[config.mk]
export PLATFORM = sky130hd
export DESIGN_NAME = kvt_front_flat
export DESIGN_NICKNAME = d
export VERILOG_FILES = /design/src/rtl/kvt_pkg.sv /design/src/rtl/kvt_if.sv /design/src/rtl/kvt_front.sv /design/src/flat_wrapper.sv
export SDC_FILE = /design/constraint.sdc
export NUM_CORES = 1
export LEC_CHECK = 0
export BUFFER_PORTS_ARGS = -buffer_cell sky130_fd_sc_hd__buf_2
export CAP_MARGIN = 10
export CORE_ASPECT_RATIO = 0.75
export CORE_MARGIN = 2
export CORE_UTILIZATION = 40
export CTS_CLUSTER_SIZE = 14
export DETAILED_ROUTE_END_ITERATION = 8
export SETUP_SLACK_MARGIN = 0.1
export SLEW_MARGIN = 20
export SYNTH_ARGS = -nofsm -noshare
export SYNTH_HDL_FRONTEND = slang
export SYNTH_SLANG_ARGS = --single-unit
export TNS_END_PERCENT = 10
[constraint.sdc]
create_clock -name clk -period 16.7 [get_ports clk]
set_input_delay 4.175 -clock clk [delete_from_list [all_inputs] [get_ports clk]]
set_output_delay 4.175 -clock clk [all_outputs]
set_load 0.01 [all_outputs]
[src/rtl/kvt_pkg.sv]
// package for the bounded key/value table
// operation codes, command struct, sequencer states and default sizes
// no dependencies
package kvt_pkg;

  localparam int DEPTH_DEF      = 256;
  localparam int KEY_BITS_DEF   = 32;
  localparam int VALUE_BITS_DEF = 32;
  localparam int CMP_W          = 16;

  localparam logic [8:0] CAP_RESET = 9'd256;

  // func codes on the request channel
  localparam logic [2:0] FN_INSERT = 3'd0;
  localparam logic [2:0] FN_UPDATE = 3'd1;
  localparam logic [2:0] FN_UPSERT = 3'd2;
  localparam logic [2:0] FN_ERASE  = 3'd3;
  localparam logic [2:0] FN_LOOKUP = 3'd4;
  localparam logic [2:0] FN_READ   = 3'd5;

  typedef enum logic [2:0] {
    OP_INSERT,
    OP_UPDATE,
    OP_UPSERT,
    OP_ERASE,
    OP_LOOKUP,
    OP_READ,
    OP_BAD
  } op_t;

  typedef enum logic [1:0] {
    ST_IDLE,
    ST_READ,
    ST_SCAN,
    ST_SHIFT
  } state_t;

  typedef struct packed {
    op_t         op;
    logic [31:0] key;
    logic [31:0] value;
    logic [7:0]  index;
  } cmd_t;

endpackage

[src/rtl/kvt_if.sv]
// valid/ready channel interfaces for the request and response sides
// depends on nothing
interface kvt_in_if;
  logic        valid;
  logic        ready;
  logic [2:0]  func;
  logic [31:0] key;
  logic [31:0] value;
  logic [7:0]  index;
  modport source (output valid, func, key, value, index, input ready);
  modport sink (input valid, func, key, value, index, output ready);
endinterface


[src/rtl/kvt_front.sv]
// front end: accepts request transactions, decodes func, two-entry command queue
// depends on kvt_pkg and kvt_if
module kvt_front
  import kvt_pkg::*;
(
  input  logic       clk,
  input  logic       rst,
  kvt_in_if.sink     req,
  output logic       cmd_valid,
  output cmd_t       cmd,
  input  logic       cmd_pop
);

  cmd_t       q [2];
  logic       wr_ptr;
  logic       rd_ptr;
  logic [1:0] fill;
  logic       push;
  op_t        op_dec;

  always_comb begin
    case (req.func)
      FN_INSERT: op_dec = OP_INSERT;
      FN_UPDATE: op_dec = OP_UPDATE;
      FN_UPSERT: op_dec = OP_UPSERT;
      FN_ERASE:  op_dec = OP_ERASE;
      FN_LOOKUP: op_dec = OP_LOOKUP;
      FN_READ:   op_dec = OP_READ;
      default:   op_dec = OP_BAD;
    endcase
  end

  assign req.ready = (fill != 2'd2);
  assign push      = req.valid && req.ready;
  assign cmd_valid = (fill != 2'd0);
  assign cmd       = q[rd_ptr];

  always_ff @(posedge clk) begin
    if (push) begin
      q[wr_ptr] <= '{op: op_dec, key: req.key, value: req.value, index: req.index};
    end
  end

  always_ff @(posedge clk) begin
    if (rst) begin
      wr_ptr <= 1'b0;
      rd_ptr <= 1'b0;
      fill   <= 2'd0;
    end else begin
      if (push) wr_ptr <= !wr_ptr;
      if (cmd_pop) rd_ptr <= !rd_ptr;
      fill <= fill + 2'(push) - 2'(cmd_pop);
    end
  end

endmodule

[src/flat_wrapper.sv]
// flat-port wrapper written by rule: the top's interface ports become plain ports
module kvt_front_flat import kvt_pkg::*;
  (clk, rst, cmd_valid, cmd, cmd_pop, req_valid, req_func, req_key, req_value, req_index, req_ready);
  kvt_in_if req_i ();
  input  logic clk;
  input  logic rst;
  output logic cmd_valid;
  output cmd_t cmd;
  input  logic cmd_pop;
  input wire logic [$bits(req_i.valid)-1:0] req_valid;
  input wire logic [$bits(req_i.func)-1:0] req_func;
  input wire logic [$bits(req_i.key)-1:0] req_key;
  input wire logic [$bits(req_i.value)-1:0] req_value;
  input wire logic [$bits(req_i.index)-1:0] req_index;
  output wire logic [$bits(req_i.ready)-1:0] req_ready;
  assign req_i.valid = req_valid;
  assign req_i.func = req_func;
  assign req_i.key = req_key;
  assign req_i.value = req_value;
  assign req_i.index = req_index;
  assign req_ready = req_i.ready;
  kvt_front u_core (.clk(clk), .rst(rst), .req(req_i), .cmd_valid(cmd_valid), .cmd(cmd), .cmd_pop(cmd_pop));
endmodule
== Word-level counts from Yosys, hierarchy flattened ==
Memories as Yosys holds them, arrays and structs flattened. A register that Yosys moved wholly into a read port is not among the register bits.
Cells that the tools add are included.

* Register bits after elaboration: 4
* Logic and storage cells: 22
* Input port bits: 79
* RAM bits: 150
* Memories: 1
* Output and inout bits: 77

* Eq/ne operators: 6
* Reduce and logical (&&, ||, !) cells: 5
* Add/subtract/negate cells: 2
* Mux-type cells: 5

{| class="wikitable"
|+ Memories
! memory !! words !! bits a word !! rd ports !! clocked after Yosys merged registers in !! write ports !! line !! RTL
|-
| u_core.q || 2 || 75 || 1 || 1 || 1 || kvt_front.sv:14 || <nowiki>cmd_t q [2];</nowiki>
|}

{| class="wikitable"
|+ Operators by type and width
! cell !! count
|-
| $pmux 3 s6 || 1
|-
| $eq 3x2->1 const B || 2
|-
| $eq 3x3->1 const B || 2
|-
| $mux 1 || 4
|-
| $eq 3x1->1 const B || 1
|-
| $logic_not 3->1 || 1
|-
| $add 2x1->2 || 1
|-
| $logic_not 1->1 || 2
|-
| $ne 2x2->1 const B || 1
|-
| $reduce_bool 2->1 || 1
|-
| $sub 2x1->2 || 1
|-
| $logic_and 1x1->1 || 1
|}

== Logic depth before layout (Yosys ltp) ==
Gate-level depths: netlist (run 1).

* Word-level depth: 4
* Depth in mapped cells: 7
* Depth with buffers taken out: 7

== Least setup slack after synthesis (run 1) ==
OpenSTA, ideal clock, no wires.

* Path type: input to register
* Start point: input port req_valid
* End point: memory u_core.q[0][0] in the netlist's numbering (enable)
* Setup slack: 8.522 ns
* Buffers on the path: 0
* Setup time: 0.518 ns
* Stages: 2
* Arrival time: 7.660 ns
* Required time: 16.182 ns
* Path through: and2_1 nor2b_1

* Longest elaborated chain between the ends: 3

{| class="wikitable"
|+ RTL lines
! element !! line !! RTL
|-
| from (decl) || flat_wrapper.sv:10 || <nowiki>input wire logic [$bits(req_i.valid)-1:0] req_valid;</nowiki>
|-
| $logic_and 1x1->1 || kvt_front.sv:34 || <nowiki>assign push = req.valid && req.ready;</nowiki>
|-
| $mux 1 || kvt_front.sv:39 || <nowiki>if (push) begin</nowiki>
|-
| $mux 1 (not written as such) || kvt_front.sv:40 || <nowiki>q[wr_ptr] <= '{op: op_dec, key: req.key, value: req.value, index: req.index};</nowiki>
|-
| to (decl) || kvt_front.sv:14 ||
|}

Every way passes these cells.

==> impl_metrics.env, run 1 <==
export IMPL_netlist_top_cell_by_area="edfxtp_1"
export IMPL_critPathKind="flop to primary output"
export IMPL_cts_setup_buffers=0
export IMPL_layout_nets=510
export IMPL_place_hpwl_um=6680
export IMPL_drt_iter0_drc=182
export IMPL_diodes=0
export IMPL_setup_viol=0
export IMPL_via_per_inst=4.58
export IMPL_area_delta_synth_final_pct=26.6
export IMPL_yosysSeqAreaShare_pct=78.6
export IMPL_worstMarginPinSlew_ps=1040
export IMPL_routed_wl_um=10600
export IMPL_rr_startpoint="u_core.fill[0]$_SDFF_PP0_"
export IMPL_yosys_area_share_adder_pct=0.427
export IMPL_tns_ps=0
export IMPL_crit_required_ps=12520
export IMPL_yosys_area_share_simple_pct=1.28
export IMPL_grt_pass1_wl_um=15600
export IMPL_clkTransAtPathRegs_ps=60
export IMPL_fin_worst_skew_ps=6.41
export IMPL_placed_area_sq_mm=0.00683
export IMPL_cts_tree="yes"
export IMPL_slew_headroom_pct=30.5
export IMPL_io_pins=156
export IMPL_cp_arrival_ps=2430
export IMPL_postCtsHoldBufs=0
export IMPL_hp_class="flop to flop"
export IMPL_grt_pass1_vias=3023
export IMPL_fin_crit_ps=6610
export IMPL_yosys_cell_types_count=21
export IMPL_chipWidth_um=144
export IMPL_firstDrtPassIters=4
export IMPL_synthTopCellsByCount="edfxtp_1 (150), mux2_4 (50), mux2_2 (25)"
export IMPL_htreeDepth=4
export IMPL_rr_worst_depth=4
export IMPL_synth_xor_area_share_pct=0.299
export IMPL_final_core_utilization_pct=51.5
export IMPL_die_area_sq_mm=0.0156
export IMPL_synth_most_common_cell="edfxtp_1"
export IMPL_overflow=0
export IMPL_ant_nets=0
export IMPL_netlist_area_leader_share_pct=76.9
export IMPL_avgSynthCellArea_sq_um=22.4
export IMPL_grt_usage_pct=13.8
export IMPL_post_cts_resized=0
export IMPL_end_kind="primary output"
export IMPL_ir_drop_uv=87.4
export IMPL_hold_viol_final=0
export IMPL_start_util_pct=40.7
export IMPL_place_congestion=0.745
export IMPL_synth_edf_count=150
export IMPL_num_vias=2929
export IMPL_status="finished clean"
export IMPL_drv_slew=0
export IMPL_clkSinkCount=155
export IMPL_fillers=1225
export IMPL_async_flop_share_pct=0
export IMPL_hold_start="u_core.rd_ptr$_SDFFE_PP0P_"
export IMPL_rsz0062_at_grt="false"
export IMPL_route_detailed_drc=0
export IMPL_powerDensity_mw_per_mm2=138
export IMPL_fin_total_pwr_w=0.00102
export IMPL_fp_coreArea_sq_mm=0.0144
export IMPL_design_area_sq_mm=0.00742
export IMPL_yosys_warnings=0
export IMPL_synth_nets=343
export IMPL_cp_max_fo=48
export IMPL_synth_mux_area_share_pct=17.6
export IMPL_cts_made_buffers=17
export IMPL_grt_max_degree=76
export IMPL_start_kind="flop"
export IMPL_cts_root_buf="clkbuf_16"
export IMPL_die_h_um=109
export IMPL_antenna_found_initial=0
export IMPL_period_share_pct=39.6
export IMPL_synth_compound_area_share_pct=0.214
export IMPL_holdPathStages=2
export IMPL_fmax_ghz=0.151
export IMPL_syn_inst=262
export IMPL_clk_latency_ps=410
export IMPL_syn_cell_area_sq_mm=0.00586
export IMPL_synth_flop_cell="edfxtp_1"
export IMPL_leakage_nw=2.88
export IMPL_synth_area_leaders="edfxtp_1 (77%), mux2_4 (13%), mux2_2 (4.8%)"
export IMPL_portBuffers=155
export IMPL_maxCapViolCount=0
export IMPL_synth_top_family_by_area="multiplexers"
export IMPL_avgRoutedWirePerCell_um=16.5
export IMPL_ys_ff_latch=155
export IMPL_ctsLongestPathBuffers=2
export IMPL_drive_above_1_share_pct=59.3
export IMPL_num_rows=38
-- power breakdown --
group          internal (W)  switching [W]  leakage (nW)
logic             0.0000746      0.0000791          1.17
registers          0.000483      0.0000149          1.44
clock network      0.000232       0.000137         0.272
-- layout by cell type, fill, tap and decap left out --
cell type,Yosys,layout
a21boi_0,1,1
and2_1,2,2
and3_4,0,1
buf_12,0,1
buf_2,2,155
buf_4,0,2
bufinv_16,0,3
clkbuf_1,2,4
clkbuf_16,0,17
clkinv_1,0,2
clkinv_2,0,2
clkinv_4,0,1
clkinvlp_4,0,1
dfxtp_1,5,4
dfxtp_4,0,1
edfxtp_1,150,150
ha_1,2,2
inv_1,2,2
mux2_2,25,25
mux2_4,50,50
nand2b_1,2,2
nand3_1,1,1
nor2_1,4,4
nor2b_1,2,1
nor2b_4,0,1
nor3_1,1,1
o21ai_0,1,1
or2_2,1,1
xnor2_1,1,1
xor2_1,1,1
-- logic make-up after synthesis --
| group | Yosys count |
|---|---|
| flip-flops | 155 |
| multiplexers | 75 |
| AND/OR/NAND/NOR | 14 |
| buffers and inverters | 12 |
| AO/OA/AOI/OAI | 2 |
| XOR/XNOR | 2 |
| adder cells (fa/ha/maj) | 2 |
-- worst paths after layout --
check | end | slack, ps
min reg2reg | u_core.rd_ptr$_SDFFE_PP0P_ | 520
max | cmd[20] | 10090
min | u_core.rd_ptr$_SDFFE_PP0P_ | 520
max reg2reg | u_core.q[0][45]$_DFFE_PP_ | 14610
-- routing by layer --
| metal | global-route usage (%) | routed length (um) |
|---|---|---|
| met1 | 17.8 | 4890 |
| met2 | 20.5 | 4640 |
| met3 | 6.76 | 971 |
| met4 | 4.83 | 75 |
| met5 | 0 | 0 |
-- state kept, by name, summed over array words and instances (netlist names), named ones only --
signal / count
u_core.wr_ptr: 1
u_core.q: 150
u_core.fill: 2
u_core.rd_ptr: 1
-- per-stage QoR --
step / hold WS [ps] / cells / worst slack (ps)
after global placement: 497 / 609 / 10500
after global routing: 561 / 640 / 9930
after floorplan: 471 / 262 / 8520
after detailed placement: 511 / 609 / 10460
final: 520 / 640 / 10090
after CTS: 528 / 639 / 10020
-- layout make-up --
class	count	area, sq um	area share [%]
tap	200	250	3.37
multi-input combinational	95	1170	15.8
clock inverter	9	124	1.67
inverter	2	7.51	0.101
timing repair buffer	158	811	10.9
clock buffer	21	440	5.94
sequential	155	4610	62.1
-- worst max-delay path: stages, from the launching register on --
cell	delay [ps]
dfxtp_4	650
buf_4	790
mux2_2	410
buf_2	140
Power figures use the tool's default switching activity.
==> inputs of run 2 (changes only) <==
--- a/config.mk
+++ b/config.mk
@@ -12,6 +12,7 @@
 export CORE_UTILIZATION = 40
 export CTS_CLUSTER_SIZE = 14
 export DETAILED_ROUTE_END_ITERATION = 8
+export PLACE_DENSITY = 0.66
 export SETUP_SLACK_MARGIN = 0.1
 export SLEW_MARGIN = 20
 export SYNTH_ARGS = -nofsm -noshare
==> constraint.sdc (replaced) <==
create_clock -name clk -period 5.6 [get_ports clk]
set_input_delay 1.4 -clock clk [delete_from_list [all_inputs] [get_ports clk]]
set_output_delay 1.4 -clock clk [all_outputs]
set_load 0.01 [all_outputs]
==> run 2 against run 1 <==
Non-clock buffer count rose by 1. Final cell count up 0.47%. Critical path depth did not move. Die area unchanged. Critical path type unchanged. Setup slack lost 8300 ps. Routed wire length shrank 5.6%. Count of clock-buffer cells in the layout down 2. Power grew to 3.0 times the previous value.
==> impl_metrics.env, run 2 (same netlist as run 1, synthesis figures left out) <==
export IMPL_chipWidth_um=144
export IMPL_io_pins=156
export IMPL_setup_viol=0
export IMPL_cts_root_buf="clkbuf_16"
export IMPL_tns_ps=0
export IMPL_htreeDepth=4
export IMPL_num_rows=38
export IMPL_drt_iter0_drc=162
export IMPL_post_cts_resized=0
export IMPL_clkSinkCount=155
export IMPL_powerDensity_mw_per_mm2=415
export IMPL_ant_nets=0
export IMPL_firstDrtPassIters=4
export IMPL_place_hpwl_um=6570
export IMPL_final_common_cell="buf_2"
export IMPL_grt_pass1_wl_um=14700
export IMPL_period_share_pct=67.4
export IMPL_critPathKind="flop to primary output"
export IMPL_slew_headroom_pct=37.3
export IMPL_cts_setup_buffers=0
export IMPL_postCtsHoldBufs=0
export IMPL_drv_slew=0
export IMPL_reg_top3="u_core.q (150), u_core.fill (2)"
export IMPL_clk_latency_ps=410
export IMPL_overflow=0
export IMPL_rr_startpoint="u_core.fill[0]$_SDFF_PP0_"
export IMPL_grt_usage_pct=13.0
export IMPL_end_kind="primary output"
export IMPL_drive_above_1_share_pct=60.0
export IMPL_cts_tree="yes"
export IMPL_area_delta_synth_final_pct=28.0
export IMPL_fmax_ghz=0.265
export IMPL_portBuffers=155
export IMPL_leakage_nw=2.91
export IMPL_cts_made_buffers=17
export IMPL_fin_crit_ps=3780
export IMPL_ctsLongestPathBuffers=2
export IMPL_maxCapViolCount=0
export IMPL_fin_worst_skew_ps=6.33
export IMPL_hold_viol_final=0
export IMPL_final_cells=643
export IMPL_final_cell_mix="buf_2 (155), edfxtp_1 (150), mux2_4 (50), mux2_2 (25), clkbuf_16 (17)"
export IMPL_rr_worst_depth=5
export IMPL_die_h_um=109
export IMPL_fp_coreArea_sq_mm=0.0144
export IMPL_ir_drop_uv=239
export IMPL_largest_reg_flops=150
export IMPL_num_vias=2882
export IMPL_status="finished clean"
export IMPL_route_detailed_drc=0
export IMPL_cp_arrival_ps=2380
export IMPL_place_congestion=0.705
export IMPL_worstMarginPinSlew_ps=941
export IMPL_crit_required_ps=4200
export IMPL_layout_nets=511
export IMPL_placedCellCount=609
export IMPL_clkTransAtPathRegs_ps=50
export IMPL_start_util_pct=40.7
export IMPL_diodes=0
export IMPL_grt_max_degree=76
export IMPL_start_kind="flop"
export IMPL_avgRoutedWirePerCell_um=15.5
export IMPL_die_area_sq_mm=0.0156
export IMPL_grt_pass1_vias=2925
export IMPL_via_per_inst=4.48
export IMPL_routed_wl_um=9990
export IMPL_setup_worst_path_end="cmd[35]"
export IMPL_rsz0062_at_grt="false"
export IMPL_hp_class="flop to flop"
export IMPL_regToRegSetupSlack_ps=3640
export IMPL_regMostFlops="u_core.q"
export IMPL_cp_max_fo=56
export IMPL_antenna_found_initial=1
export IMPL_r2r_end="u_core.q[0][61]$_DFFE_PP_"
export IMPL_whs_ps=518
[run 2: cell types whose count changed in the layout (fill, tap and decap cells not counted), sizes merged]
cell / delta
buf: +1
bufinv: +1
clkbuf: -2
clkinvlp: +2
inv: +1
[run 2: stage by stage]
| stage | instance area [sq um] | setup slack [ps] | utilization (%) | total power, W |
|---|---|---|---|---|
| 2_1_floorplan | 5860 | 197 | - | 0.00180 |
| 3_3_place_gp | 6840 | 2250 | 47.5 | 0.00196 |
| 3_5_place_dp | 6840 | 2230 | 47.5 | 0.00198 |
| 4_1_cts | 7450 | 1770 | 51.7 | 0.00314 |
| 5_1_grt | 7500 | 1670 | 52.0 | 0.00323 |
| 6_report | 7500 | 1820 | 52.0 | 0.00311 |
[run 2: how the worst min path moves through the flow]
stage	startpoint	to	slack, ps	cells after the start
global route	u_core.fill[1]$_SDFF_PP0_	u_core.fill[1]$_SDFF_PP0_	580	2
finish	u_core.rd_ptr$_SDFFE_PP0P_	u_core.rd_ptr$_SDFFE_PP0P_	520	2
CTS	u_core.rd_ptr$_SDFFE_PP0P_	u_core.rd_ptr$_SDFFE_PP0P_	520	2
detailed placement	u_core.rd_ptr$_SDFFE_PP0P_	flop	500	2
floorplan	u_core.wr_ptr$_SDFFE_PP0P_	u_core.wr_ptr$_SDFFE_PP0P_	470	2
global placement	u_core.rd_ptr$_SDFFE_PP0P_	u_core.rd_ptr$_SDFFE_PP0P_	490	2
[run 2: critical path, stage by stage (launching register included)]
cell	delay, ps
dfxtp_4	930
buf_4	480
mux2_4	340
buf_2	140
[run 2: metal layers]
metal	up-vias	track usage [%]	part of all wire [%]	routed length [um]
met2	117	20.0	45	4460
met3	9	5.67	7.9	791
met5	-	0	0	0
met1	1394	16.3	46	4640
li1	1362	-	-	-
met4	0	4.97	1.1	109
[run 2: report_power, final]
part,total (W),switching (W),internal [W],leakage [nW]
Combinational,0.000461,0.000226,0.000235,1.18
Clock,0.00116,0.000416,0.000741,0.288
Sequential,0.00149,0.0000537,0.00144,1.44
Total,0.00311,0.000696,0.00241,2.91
[run 2: cell type report]
class	count	area [sq um]
tap	200	250
inverter	2	7.51
multi-input combinational	95	1170
clock buffer	19	433
timing repair buffer	159	851
clock inverter	13	174
sequential	155	4610
fill	1181	6910
==> inputs of run 3 (changes only) <==
==> constraint.sdc (replaced) <==
create_clock -name clk -period 3.2 [get_ports clk]
set_input_delay 0.8 -clock clk [delete_from_list [all_inputs] [get_ports clk]]
set_output_delay 0.8 -clock clk [all_outputs]
set_load 0.01 [all_outputs]
==> run 3 against run 2 <==
Count of clock-buffer cells in the layout down 1. Sequential cell count stayed put. Power grew 68%. Clock skew increased by 1.2 ps. Routed wire length up 3.4%. Non-clock buffer count grew 2. Global-route usage up 0.71 points. Worst hold slack better by 1.9 ps. Critical path depth is the same. Register-to-register slack lost 2300 ps. Combinational power rose by 81%. Via count grew 1.4%. Critical path type unchanged.
==> impl_metrics.env, run 3 (same netlist as run 1, synthesis figures left out) <==
export IMPL_regToRegSetupSlack_ps=1320
export IMPL_hold_viol_final=0
export IMPL_regMostFlops="u_core.q"
export IMPL_place_hpwl_um=7130
export IMPL_period_share_pct=80.7
export IMPL_cts_setup_buffers=0
export IMPL_diodes=0
export IMPL_fin_worst_skew_ps=7.50
export IMPL_rr_worst_depth=4
export IMPL_cts_tree="yes"
export IMPL_num_rows=38
export IMPL_crit_required_ps=2400
export IMPL_die_area_sq_mm=0.0156
export IMPL_r2r_end="u_core.q[0][46]$_DFFE_PP_"
export IMPL_portBuffers=155
export IMPL_critPathKind="flop to primary output"
export IMPL_whs_ps=520
export IMPL_overflow=0
export IMPL_layout_nets=513
export IMPL_final_common_cell="buf_2"
export IMPL_fmax_ghz=0.387
export IMPL_drt_iter0_drc=137
export IMPL_start_util_pct=40.7
export IMPL_final_cells=645
export IMPL_clkSinkCount=155
export IMPL_postCtsHoldBufs=0
export IMPL_route_detailed_drc=0
export IMPL_grt_pass1_wl_um=15600
export IMPL_final_cell_mix="buf_2 (155), edfxtp_1 (150), mux2_4 (50), mux2_2 (25), clkbuf_16 (17)"
export IMPL_drv_slew=0
export IMPL_cts_root_buf="clkbuf_16"
export IMPL_place_congestion=0.752
export IMPL_worstMarginPinSlew_ps=604
export IMPL_antenna_found_initial=1
export IMPL_placedCellCount=613
export IMPL_clk_latency_ps=410
export IMPL_end_kind="primary output"
export IMPL_leakage_nw=2.88
export IMPL_tns_ps=0
export IMPL_rsz0062_at_grt="false"
export IMPL_grt_pass1_vias=3019
export IMPL_clkTransAtPathRegs_ps=60
export IMPL_drive_above_1_share_pct=60.2
export IMPL_rr_startpoint="u_core.fill[0]$_SDFF_PP0_"
export IMPL_reg_top3="u_core.q (150), u_core.fill (2)"
export IMPL_largest_reg_flops=150
export IMPL_holdPathStages=2
export IMPL_fin_crit_ps=2580
export IMPL_cts_made_buffers=17
export IMPL_start_kind="flop"
export IMPL_fillers=1196
export IMPL_cp_arrival_ps=1780
export IMPL_ant_nets=0
export IMPL_routed_wl_um=10300
export IMPL_chipWidth_um=144
export IMPL_status="finished clean"
export IMPL_fp_coreArea_sq_mm=0.0144
export IMPL_grt_max_degree=41
export IMPL_hp_class="flop to flop"
export IMPL_fin_total_pwr_w=0.00521
export IMPL_via_per_inst=4.53
export IMPL_powerDensity_mw_per_mm2=700
export IMPL_avgRoutedWirePerCell_um=16.0
export IMPL_cp_max_fo=15
export IMPL_slew_headroom_pct=59.7
export IMPL_die_h_um=109
export IMPL_area_delta_synth_final_pct=27.1
export IMPL_htreeDepth=4
export IMPL_grt_usage_pct=13.7
export IMPL_whs_endpoint="u_core.fill[1]$_SDFF_PP0_"
export IMPL_setup_viol=0
export IMPL_ctsLongestPathBuffers=2
export IMPL_io_pins=156
export IMPL_ir_drop_uv=526
export IMPL_num_vias=2923
export IMPL_firstDrtPassIters=4
export IMPL_maxCapViolCount=0
export IMPL_post_cts_resized=0
export IMPL_hold_start="u_core.fill[1]$_SDFF_PP0_"
==> run 3: changes by cell type in the layout (fill, tap and decap cells not counted), sizes merged <==
cell,previous run,this run
inv,3,2
clkbuf,19,18
clkinvlp,3,6
bufinv,4,1
clkinv,5,7
buf,159,161
==> run 3: area by class of cell <==
class                      instances  area (sq um)  share of cell area, %
timing repair buffer             161           871                   11.7
sequential                       155          4610                   61.9
clock inverter                    14           106                   1.43
clock buffer                      18           429                   5.76
multi-input combinational         95          1170                   15.8
inverter                           2          7.51                  0.101
tap                              200           250                   3.36
==> run 3: worst max-delay path by stage <==
stage / from / end / slack, ps
final: flop / cmd[0] / 620
after global routing: flop / cmd[0] / 530
after CTS: flop / cmd[0] / 570
after detailed placement: req_valid / u_core.q[0][39]$_DFFE_PP_ / 930
after global placement: req_valid / u_core.q[0][40]$_DFFE_PP_ / 990
after floorplan: req_valid / u_core.q[1][0]$_DFFE_PP_ / 160
==> run 3: power by group <==
part	internal [W]	switching, W	total [W]
Sequential	0.00252	0.0000686	0.00258
Clock	0.00105	0.000741	0.00179
Combinational	0.000412	0.000423	0.000835
==> run 3: stage by stage <==
stage / utilization (%) / area, sq um / worst slack (ps)
after floorplan: - / 5870 / 156
after global placement: 48.0 / 6910 / 994
after detailed placement: 48.0 / 6910 / 927
after CTS: 51.7 / 7450 / 574
after global routing: 51.7 / 7450 / 534
final: 51.7 / 7450 / 617
==> run 3: worst max-delay path: stages (launching register included) <==
cell     delay [ps]
dfxtp_4         510
buf_4           330
mux2_2          370
buf_2           140
==> run 3: routing by layer <==
layer  track usage [%]  share of wire [%]
met5                 0               0.13
met4              6.58                1.7
met1              17.4                 45
met2              20.2                 44
met3              6.06                9.2
